**src/rtl/i2c_mbs_pkg.sv**
```systemverilog
`default_nettype none

package i2c_mbs_pkg;

    // bits clocked per byte, data and receive
    localparam int          BITS_PER_BYTE = 8;
    localparam int          BIT_CNT_W     = 4;
    localparam logic [BIT_CNT_W-1:0] BYTE_BITS = BIT_CNT_W'(BITS_PER_BYTE);

    // command codes carried by a tick
    typedef enum logic [2:0] {
        CMD_NONE       = 3'd0,
        CMD_START      = 3'd1,
        CMD_STOP       = 3'd2,
        CMD_SEND_DATA  = 3'd3,
        CMD_ADDR_WRITE = 3'd4,
        CMD_ADDR_READ  = 3'd5,
        CMD_RECV_ACK   = 3'd6,
        CMD_RECV_NACK  = 3'd7
    } cmd_t;

    // sequence in progress
    typedef enum logic [2:0] {
        OP_IDLE      = 3'd0,
        OP_START     = 3'd1,
        OP_STOP      = 3'd2,
        OP_SEND      = 3'd3,
        OP_RECV_ACK  = 3'd4,
        OP_RECV_NACK = 3'd5
    } op_t;

    // pin phase within a sequence
    typedef logic [2:0] phase_t;
    localparam phase_t PH_0 = 3'd0;
    localparam phase_t PH_1 = 3'd1;
    localparam phase_t PH_2 = 3'd2;
    localparam phase_t PH_3 = 3'd3;
    localparam phase_t PH_4 = 3'd4;
    localparam phase_t PH_5 = 3'd5;
    localparam phase_t PH_6 = 3'd6;

    typedef struct packed {
        cmd_t       cmd;
        logic [7:0] data_byte;
        logic [6:0] device_address;
        logic       sda_in;
    } in_item_t;

    typedef struct packed {
        logic       scl_out;
        logic       sda_out;
        logic       sda_drive;
        logic       busy_res;
        logic       done_res;
        logic       rx_valid;
        logic [7:0] rx_data;
    } out_item_t;

endpackage

`default_nettype wire

```
**src/rtl/i2c_master_bit_sequencer.sv**
```systemverilog
// a result item sits in a single output register, valid in the cycle after
// its tick item is accepted; the pin sequencer state advances at the accepting
// edge; throughput: one tick per cycle unless a full output waits on m_ready
// reset: synchronous active-low aresetn clears the output valid, sets the
// sequencer idle with scl and sda high and sda driven
`default_nettype none

module i2c_master_bit_sequencer
    import i2c_mbs_pkg::*;
(
    input  wire logic      aclk,
    input  wire logic      aresetn,
    input  wire logic      s_valid,
    output logic           s_ready,
    input  wire in_item_t  s_item,
    output logic           m_valid,
    input  wire logic      m_ready,
    output out_item_t      m_item
);

    // sequencer state
    op_t                  op_reg, op_next;
    phase_t               phase_reg, phase_next;
    logic [BIT_CNT_W-1:0] bit_cnt_reg, bit_cnt_next;
    logic [7:0]           shift_reg, shift_next;
    logic                 scl_reg, scl_next;
    logic                 sda_reg, sda_next;
    logic                 dir_reg, dir_next;

    // output stage
    logic                 m_valid_reg;
    out_item_t            m_item_reg;

    logic                 accept;
    logic                 done;
    logic                 rx_v;
    logic [7:0]           rx_d;

    // the output register takes a new item when empty or being drained
    assign s_ready = !m_valid_reg || m_ready;
    assign accept  = s_valid && s_ready;
    assign m_valid = m_valid_reg;
    assign m_item  = m_item_reg;

    // state register, advances only on an accepted tick
    always_ff @(posedge aclk) begin
        if (!aresetn) begin
            op_reg      <= OP_IDLE;
            phase_reg   <= PH_0;
            bit_cnt_reg <= '0;
            shift_reg   <= '0;
            scl_reg     <= 1'b1;
            sda_reg     <= 1'b1;
            dir_reg     <= 1'b1;
        end else if (accept) begin
            op_reg      <= op_next;
            phase_reg   <= phase_next;
            bit_cnt_reg <= bit_cnt_next;
            shift_reg   <= shift_next;
            scl_reg     <= scl_next;
            sda_reg     <= sda_next;
            dir_reg     <= dir_next;
        end
    end

    // next state and pin levels for this tick
    always_comb begin
        op_next      = op_reg;
        phase_next   = phase_reg;
        bit_cnt_next = bit_cnt_reg;
        shift_next   = shift_reg;
        scl_next     = scl_reg;
        sda_next     = sda_reg;
        dir_next     = dir_reg;
        done         = 1'b0;
        rx_v         = 1'b0;
        rx_d         = 8'h00;

        // command launch, first phase runs on the same tick
        if (op_reg == OP_IDLE && s_item.cmd != CMD_NONE) begin
            phase_next   = PH_0;
            bit_cnt_next = '0;
            unique case (s_item.cmd)
                CMD_START: op_next = OP_START;
                CMD_STOP:  op_next = OP_STOP;
                CMD_SEND_DATA: begin
                    op_next    = OP_SEND;
                    shift_next = s_item.data_byte;
                end
                CMD_ADDR_WRITE: begin
                    op_next    = OP_SEND;
                    shift_next = {s_item.device_address, 1'b0};
                end
                CMD_ADDR_READ: begin
                    op_next    = OP_SEND;
                    shift_next = {s_item.device_address, 1'b1};
                end
                CMD_RECV_ACK:  op_next = OP_RECV_ACK;
                default:       op_next = OP_RECV_NACK;
            endcase
        end

        unique case (op_next) inside
            OP_START: begin
                if (phase_next == PH_0) begin
                    sda_next   = 1'b1;
                    phase_next = PH_1;
                end else if (phase_next == PH_1) begin
                    scl_next   = 1'b1;
                    phase_next = PH_2;
                end else if (phase_next == PH_2) begin
                    sda_next   = 1'b0;
                    phase_next = PH_3;
                end else begin
                    scl_next   = 1'b0;
                    done       = 1'b1;
                    op_next    = OP_IDLE;
                    phase_next = PH_0;
                end
            end
            OP_STOP: begin
                if (phase_next == PH_0) begin
                    scl_next   = 1'b0;
                    phase_next = PH_1;
                end else if (phase_next == PH_1) begin
                    sda_next   = 1'b0;
                    phase_next = PH_2;
                end else if (phase_next == PH_2) begin
                    scl_next   = 1'b1;
                    phase_next = PH_3;
                end else begin
                    sda_next   = 1'b1;
                    done       = 1'b1;
                    op_next    = OP_IDLE;
                    phase_next = PH_0;
                end
            end
            OP_SEND: begin
                if (phase_next == PH_0) begin
                    // msb out, shift left
                    sda_next   = shift_next[7];
                    shift_next = {shift_next[6:0], 1'b0};
                    phase_next = PH_1;
                end else if (phase_next == PH_1) begin
                    scl_next   = 1'b1;
                    phase_next = PH_2;
                end else if (phase_next == PH_2) begin
                    scl_next     = 1'b0;
                    bit_cnt_next = bit_cnt_next + 1'b1;
                    phase_next   = (bit_cnt_next >= BYTE_BITS) ? PH_3 : PH_0;
                end else if (phase_next == PH_3) begin
                    // release sda for the slave acknowledge
                    dir_next   = 1'b0;
                    phase_next = PH_4;
                end else if (phase_next == PH_4) begin
                    scl_next   = 1'b1;
                    phase_next = PH_5;
                end else if (phase_next == PH_5) begin
                    // hold scl high until the slave pulls sda low
                    if (!s_item.sda_in) begin
                        scl_next   = 1'b0;
                        phase_next = PH_6;
                    end
                end else begin
                    dir_next   = 1'b1;
                    done       = 1'b1;
                    op_next    = OP_IDLE;
                    phase_next = PH_0;
                end
            end
            OP_RECV_ACK, OP_RECV_NACK: begin
                if (phase_next == PH_0) begin
                    dir_next     = 1'b0;
                    shift_next   = 8'h00;
                    bit_cnt_next = '0;
                    phase_next   = PH_1;
                end else if (phase_next == PH_1) begin
                    // sample sda as scl rises
                    scl_next   = 1'b1;
                    shift_next = {shift_next[6:0], s_item.sda_in};
                    phase_next = PH_2;
                end else if (phase_next == PH_2) begin
                    scl_next     = 1'b0;
                    bit_cnt_next = bit_cnt_next + 1'b1;
                    phase_next   = (bit_cnt_next >= BYTE_BITS) ? PH_3 : PH_1;
                end else if (phase_next == PH_3) begin
                    // ack low, nack high
                    dir_next   = 1'b1;
                    sda_next   = (op_next == OP_RECV_NACK);
                    phase_next = PH_4;
                end else if (phase_next == PH_4) begin
                    scl_next   = 1'b1;
                    phase_next = PH_5;
                end else if (phase_next == PH_5) begin
                    scl_next   = 1'b0;
                    phase_next = PH_6;
                end else begin
                    sda_next   = 1'b1;
                    done       = 1'b1;
                    rx_v       = 1'b1;
                    rx_d       = shift_next;
                    op_next    = OP_IDLE;
                    phase_next = PH_0;
                end
            end
            default: begin
                op_next    = OP_IDLE;
                phase_next = PH_0;
            end
        endcase
    end

    // output register
    always_ff @(posedge aclk) begin
        if (!aresetn) begin
            m_valid_reg <= 1'b0;
        end else if (accept) begin
            m_valid_reg <= 1'b1;
        end else if (m_ready) begin
            m_valid_reg <= 1'b0;
        end
    end

    always_ff @(posedge aclk) begin
        if (accept) begin
            m_item_reg.scl_out   <= scl_next;
            m_item_reg.sda_out   <= sda_next;
            m_item_reg.sda_drive <= dir_next;
            m_item_reg.busy_res  <= (op_next != OP_IDLE);
            m_item_reg.done_res  <= done;
            m_item_reg.rx_valid  <= rx_v;
            m_item_reg.rx_data   <= rx_d;
        end
    end

    // a completed sequence always leaves the sequencer idle
    assert property (@(posedge aclk) disable iff (!aresetn)
        (m_valid && m_item.done_res) |-> !m_item.busy_res)
        else $error("done reported while still busy");

    // received byte only on a completing tick
    assert property (@(posedge aclk) disable iff (!aresetn)
        (m_valid && m_item.rx_valid) |-> m_item.done_res)
        else $error("rx_valid without done");

    // rx_data is zero unless a byte is delivered
    assert property (@(posedge aclk) disable iff (!aresetn)
        (m_valid && !m_item.rx_valid) |-> (m_item.rx_data == 8'h00))
        else $error("rx_data set without rx_valid");

    // idle always sits at the first phase
    assert property (@(posedge aclk) disable iff (!aresetn)
        (op_reg == OP_IDLE) |-> (phase_reg == PH_0))
        else $error("idle with nonzero phase");

endmodule

`default_nettype wire

```
**config.mk**
```make
export PLATFORM = sky130hd
export DESIGN_NAME = i2c_master_bit_sequencer
export DESIGN_NICKNAME = d
export VERILOG_FILES = /design/src/rtl/i2c_mbs_pkg.sv /design/src/rtl/i2c_master_bit_sequencer.sv
export SDC_FILE = /design/constraint.sdc
export NUM_CORES = 1
export LEC_CHECK = 0
export BUFFER_PORTS_ARGS = -buffer_cell sky130_fd_sc_hd__buf_2
export CAP_MARGIN = 20
export CELL_PAD_IN_SITES_DETAIL_PLACEMENT = 1
export CELL_PAD_IN_SITES_GLOBAL_PLACEMENT = 2
export CORE_ASPECT_RATIO = 1.1
export CORE_UTILIZATION = 30
export DETAILED_ROUTE_END_ITERATION = 16
export PLACE_DENSITY = 0.75
export SLEW_MARGIN = 20
export SYNTH_ARGS = -nofsm -noshare
export SYNTH_HDL_FRONTEND = slang
export SYNTH_SLANG_ARGS = --single-unit
```
**constraint.sdc**
```tcl
create_clock -name aclk -period 1.8 [get_ports aclk]
set_input_delay 0.18 -clock aclk [delete_from_list [all_inputs] [get_ports aclk]]
set_output_delay 0.18 -clock aclk [all_outputs]
set_load 0.02 [all_outputs]
```
==> results.json, run 1 <==
{
  "status": "finished, violations left",
  "critPathKind": "reg2reg",
  "cts_made_buffers": 5,
  "first_pass_iters": 4,
  "clock_latency_ns": 0.30,
  "antenna_cells": 0,
  "core.rowCount": 34,
  "dieArea_um2": 8459,
  "worst_slew_pin_slew_ns": 0.4528,
  "grt_use_total_pct": 20.55,
  "gp_congestion": 0.8396,
  "tns_ns": -0.4444,
  "drc": 0,
  "grt_pass1_vias": 2599,
  "cap_violations": 0,
  "irDropWorstVdd_mv": 0.4165,
  "grt_max_degree": 31,
  "routed_wl_um": 8618,
  "p_seq_share_pct": 32.5,
  "synth-edff-count": 14,
  "relSlewSlack_pct": 69.82,
  "viasPerCell": 5.243,
  "antenna_found_initial": 0,
  "worst-path-buf-inv": 3,
  "grt_pass1_wl_um": 13310,
  "core_area_um2": 7870,
  "ys_seq_area_share_pct": 35.45,
  "fin_nets": 418,
  "ys.flop_type": "dfxtp_1",
  "required_ns": 1.95,
  "crit_chain": "buf_12 > nor3_4 > nand2_4 > buf_6 > a21oi_4 > nor3b_2 > a311oi_2 > buf_4 > a41oi_1",
  "min_path_type": "in2reg",
  "rsz0062_at_grt": "true",
  "postRouteAntennaNets": 0,
  "clock_sinks": 36,
  "end_kind": "register",
  "largest_register_ffs": 14,
  "internal_power_mw": 1.918,
  "p_sw_mw": 1.034,
  "min_period_ns": 1.899,
  "fin_skew_ns": 0.002991,
  "violations": "negative setup slack",
  "async_reset_ff_share_pct": 0,
  "syn_avg_cell_area_um2": 8.492,
  "utilization_pct": 47.22,
  "cts_tree": "done",
  "portBuffers": 38,
  "slowest_stage": "dfxtp_4",
  "fillers": 937,
  "drv_slew": 0,
  "power.leakage_nw": 1.516,
  "crit_arrival_ns": 2.05,
  "p_comb_share_pct": 42.5,
  "fin_cells": 503,
  "hpwl_um": 6221,
  "synth_seq_cells": 36,
  "clockPowerShare_pct": 25.0,
  "h-tree-depth": 2,
  "yosysUniqueCellTypes": 65,
  "wl_per_cell_um": 17.13,
  "clk_pin_slew_ns": 0.08,
  "cts_root_buf": "clkbuf_8",
  "syn-num-nets": 310,
  "fmax_mhz": 526.7,
  "ctsHoldBuffers": 0,
  "pin_count": 39,
  "final_common_cell": "buf_4",
  "netlist_area_um2": 2429,
  "fp.dieH_um": 96.37,
  "worst_slack_ns": -0.09859,
  "setup_viol_count_final": 8,
  "area_delta_synth_final_pct": 53.01,
  "cts_buffer_depth": 2,
  "yosysTopAreaCell": "dfxtp_1",
  "drive_gt1_share_pct": 46.58,
  "placedInstanceArea_um2": 3262,
  "switching_share_pct": 35.03,
  "dp.cells": 488,
  "max_stage_delay_ns": 0.37,
  "synthCells": 286,
  "synth_top_area_share_pct": 18.13,
  "finalHoldViolCount": 0,
  "netlist_top_cells_area": "dfxtp_1, edfxtp_1, o21ai_0, nand2_1, a21oi_1",
  "synth_warnings": 0,
  "fin_area_um2": 3716,
  "drt-initial-drc-count": 92,
  "mostFrequentLayoutCells": "buf_4, buf_2, nand2_1, o21ai_0, dfxtp_1",
  "start_util_pct": 30.86,
  "die_w_um": 87.79,
  "p_per_area_nw_per_um2": 794.4,
  "min_period_over_period_pct": 105.5,
  "cp_top_family": "simple AND/OR/NAND/NOR gates",
  "vias": 2637,
  "overflow": 0,
  "critPathLaunchType": "register",
  "worstPathMaxFanout": 8
}
-- layout make-up --
| class | count | area, um^2 | area share [%] |
|---|---|---|---|
| well taps | 108 | 135.1 | 3.636 |
| clock inverters | 2 | 35.03 | 0.9428 |
| inverters | 9 | 33.78 | 0.9091 |
| multi-input cells | 223 | 1689 | 45.45 |
| clock buffers | 6 | 72.57 | 1.953 |
| repair buffers | 119 | 880.8 | 23.70 |
| flip-flops and latches | 36 | 869.6 | 23.40 |
-- repair_timing --
| action | 4_1_cts | 5_1_grt |
|---|---|---|
| setup endpoints to repair | 31 | 32 |
| pin swaps | 27 | 15 |
| gates cloned | 0 | 0 |
| buffers inserted | 6 | 3 |
| resized for setup | 32 | 38 |
-- final timing paths --
path	depth (start not counted)	slack, ns	startpoint	to
setup reg to reg	9	-0.1	op_reg[1]	sda_reg
setup / recovery	9	-0.1	op_reg[1]	sda_reg
hold reg to reg	2	0.50	dir_reg	dir_reg
hold / removal	3	0.14	s_valid	m_valid
-- worst min-delay path, cell delays in order --
cell and delay [ns]:
buf_2 0.10, inv_1 0.04, a21boi_0 0.07
-- synthesized netlist by cell type (3+ instances only) --
master and number:
nand2_1 32, o21ai_0 25, dfxtp_1 22, a21oi_1 19, nor2_1 17, edfxtp_1 14, nand3_1 10, inv_1 9
clkbuf_1 8, nor3_1 8, nor3b_1 7, o22a_1 7, o22ai_1 7, buf_4 5, nand2b_1 5, nor2b_1 5
o21ai_1 5, and2_1 4, and3_1 4, buf_2 4, a211oi_1 3, a21boi_0 3, a22o_1 3, a22oi_1 3
a31oi_1 3, nand3b_1 3, o211ai_1 3, xor2_1 3
-- power by group through the flow --
stage	sequential (mW)	clock, mW	combinational (mW)
detailed placement	0.975	0	1.04
finish	0.959	0.738	1.25
CTS	0.957	0.761	1.14
global route	0.968	0.784	1.34
floorplan	1.00	0	0.563
global placement	0.973	0	1.02
-- kinds of logic (layout without fill, tap and decap cells) --
logic type | Yosys count | after routing | share of synthesized area, %
adder cells (fa/ha/maj) | 1 | 1 | 0.5151
AO/OA/AOI/OAI | 108 | 108 | 32.56
buffers and inverters | 27 | 136 | 5.152
XOR/XNOR | 4 | 4 | 1.443
AND/OR/NAND/NOR | 109 | 109 | 24.42
flip-flops | 36 | 36 | 35.45
multiplexers | 1 | 1 | 0.4636
-- routing by layer --
metal,GRT usage (%),up-vias,share of wire (%)
li1,-,1286,-
met3,2.744,11,2.3
met4,7.650,0,1.7
met1,25.83,1303,45
met5,0,-,0
met2,35.53,37,51
-- metrics by stage --
stage / hold slack, ns / setup slack [ns] / total power [mW]
after floorplan: 0.3189 / -0.08867 / 1.564
after global placement: 0.4453 / -0.2260 / 1.995
after detailed placement: 0.4592 / -0.2191 / 2.013
after CTS: 0.1389 / -0.09729 / 2.861
after global routing: 0.1598 / -0.1751 / 3.091
final: 0.1398 / -0.09859 / 2.952
(Power assumes the default switching activity.)
==> run 2: changes to the inputs <==
clock period = 1.5 ns   (was 1.8 ns; I/O delays follow)
==> results.json, run 2 (synthesis gave the netlist of run 1 again) <==
{
  "status": "finished, violations left",
  "violations": "negative setup slack",
  "layout.area.seq_um2": 869.6,
  "fin_cells": 528,
  "core.rowCount": 34,
  "power.total_mw": 3.912,
  "clk_pin_slew_ns": 0.09,
  "finalHoldViolCount": 0,
  "slowest_stage": "dfxtp_1",
  "drv_slew": 0,
  "irDropWorstVdd_mv": 0.3485,
  "tns_ns": -11.14,
  "core_area_um2": 7870,
  "setup_viol_count_final": 35,
  "worst_slew_pin_slew_ns": 0.5053,
  "met3_usage_pct": 3.259,
  "min_period_over_period_pct": 129.9,
  "placedInstanceArea_um2": 3362,
  "grt_pass1_vias": 2847,
  "min_period_ns": 1.948,
  "die_w_um": 87.79,
  "vias": 2824,
  "rsz0062_at_grt": "true",
  "worstPathMaxFanout": 7,
  "utilization_pct": 52.56,
  "grt_pass1_wl_um": 14860,
  "use_met2_pct": 41.09,
  "drt-initial-drc-count": 108,
  "fmax_mhz": 513.4,
  "critPathLaunchType": "register",
  "required_ns": 1.66,
  "cts_tree": "done",
  "fp.dieH_um": 96.37,
  "power.leakage_nw": 1.655,
  "final_common_cell": "buf_4",
  "fin_area_um2": 4136,
  "drive_gt1_share_pct": 55.24,
  "gp_congestion": 0.8699,
  "postRouteAntennaNets": 0,
  "fillers": 922,
  "grt_max_degree": 23,
  "area_delta_synth_final_pct": 70.32,
  "crit_arrival_ns": 2.11,
  "min_path_type": "in2reg",
  "worst_slack_ns": -0.4478,
  "h-tree-depth": 2,
  "fin_skew_ns": 0.008342,
  "clock_sinks": 36,
  "antenna_cells": 0,
  "wl_per_cell_um": 19.76,
  "relSlewSlack_pct": 66.27,
  "drc": 0,
  "multi_input_area_um2": 1876,
  "start_util_pct": 30.86,
  "cts_buffer_depth": 2,
  "hpwl_um": 6374,
  "overflow": 0,
  "routed_wl_um": 10430,
  "cts_root_buf": "clkbuf_8",
  "end_kind": "register",
  "clock_latency_ns": 0.31,
  "critPathKind": "reg2reg",
  "crit_chain": "or2_2 > buf_4 > a21oi_1 > a21boi_0 > a311oi_2 > buf_4 > a41oi_2",
  "portBuffers": 38,
  "dp.cells": 493,
  "mostFrequentLayoutCells": "buf_4, buf_2, nand2_1, buf_6, dfxtp_1",
  "critPathMostFrequentCell": "buf_4",
  "pin_count": 39,
  "grt.busiest_layer": "met2",
  "viasPerCell": 5.348,
  "largest_register_ffs": 14,
  "cp_top_family": "compound AO/OA/AOI/OAI gates",
  "grtUsageMet1_pct": 27.80,
  "antenna_found_initial": 0,
  "cts_made_buffers": 5,
  "dieArea_um2": 8459,
  "grt_use_total_pct": 23.38,
  "fin_nets": 443,
  "p_per_area_nw_per_um2": 945.8,
  "first_pass_iters": 4,
  "cap_violations": 0,
  "max_stage_delay_ns": 0.40,
  "worst-path-buf-inv": 2
}
run 2: worst paths after layout:
check                                    start              to  slack (ns)  cells after the start
worst max register to register    phase_reg[0]         sda_reg       -0.45                      7
worst max-delay path              phase_reg[0]         sda_reg       -0.45                      7
worst min-delay path                   s_valid         m_valid        0.11                      3
worst min register to register  bit_cnt_reg[0]  bit_cnt_reg[0]        0.51                      1
run 2: metal layers:
layer | vias up | wire length [um]
met1 | 1388 | 4326
met5 | - | 0
met3 | 29 | 381
met2 | 74 | 5368
met4 | 0 | 356
li1 | 1333 | -
run 2: worst register-to-register path, cell delays in order, from the launching register on:
cell	delay, ns
dfxtp_1	0.40
or2_2	0.34
buf_4	0.16
a21oi_1	0.17
a21boi_0	0.14
a311oi_2	0.33
buf_4	0.17
a41oi_2	0.10
run 2: what timing repair did:
action / 4_1_cts / 5_1_grt
hold buffers: 0 / 0
gates resized for setup: 59 / 52
cloned: 1 / 0
setup endpoints to repair: 35 / 35
setup buffers: 14 / 15
pin swaps: 29 / 34
run 2: area by class of cell:
type | count | share of cell area (%)
Multi-Input combinational cell | 224 | 45.34
Timing Repair Buffer | 143 | 26.86
Sequential cell | 36 | 21.02
Tap cell | 108 | 3.267
Clock buffer | 5 | 1.664
Clock inverter | 3 | 1.028
Inverter | 9 | 0.8167
run 2: power breakdown:
| group | total [mW] | internal (mW) | switching, mW |
|---|---|---|---|
| Sequential | 1.16 | 1.10 | 0.0620 |
| Clock | 0.913 | 0.493 | 0.421 |
| Combinational | 1.84 | 0.898 | 0.940 |
| Total | 3.91 | 2.49 | 1.42 |
run 2: through the flow:
step,setup WS [ns],hold slack (ns)
after floorplan,-0.3287,0.2889
after global placement,-0.4501,0.4193
after detailed placement,-0.5031,0.4393
after CTS,-0.3549,0.1209
after global routing,-0.5358,0.1477
final,-0.4478,0.1137
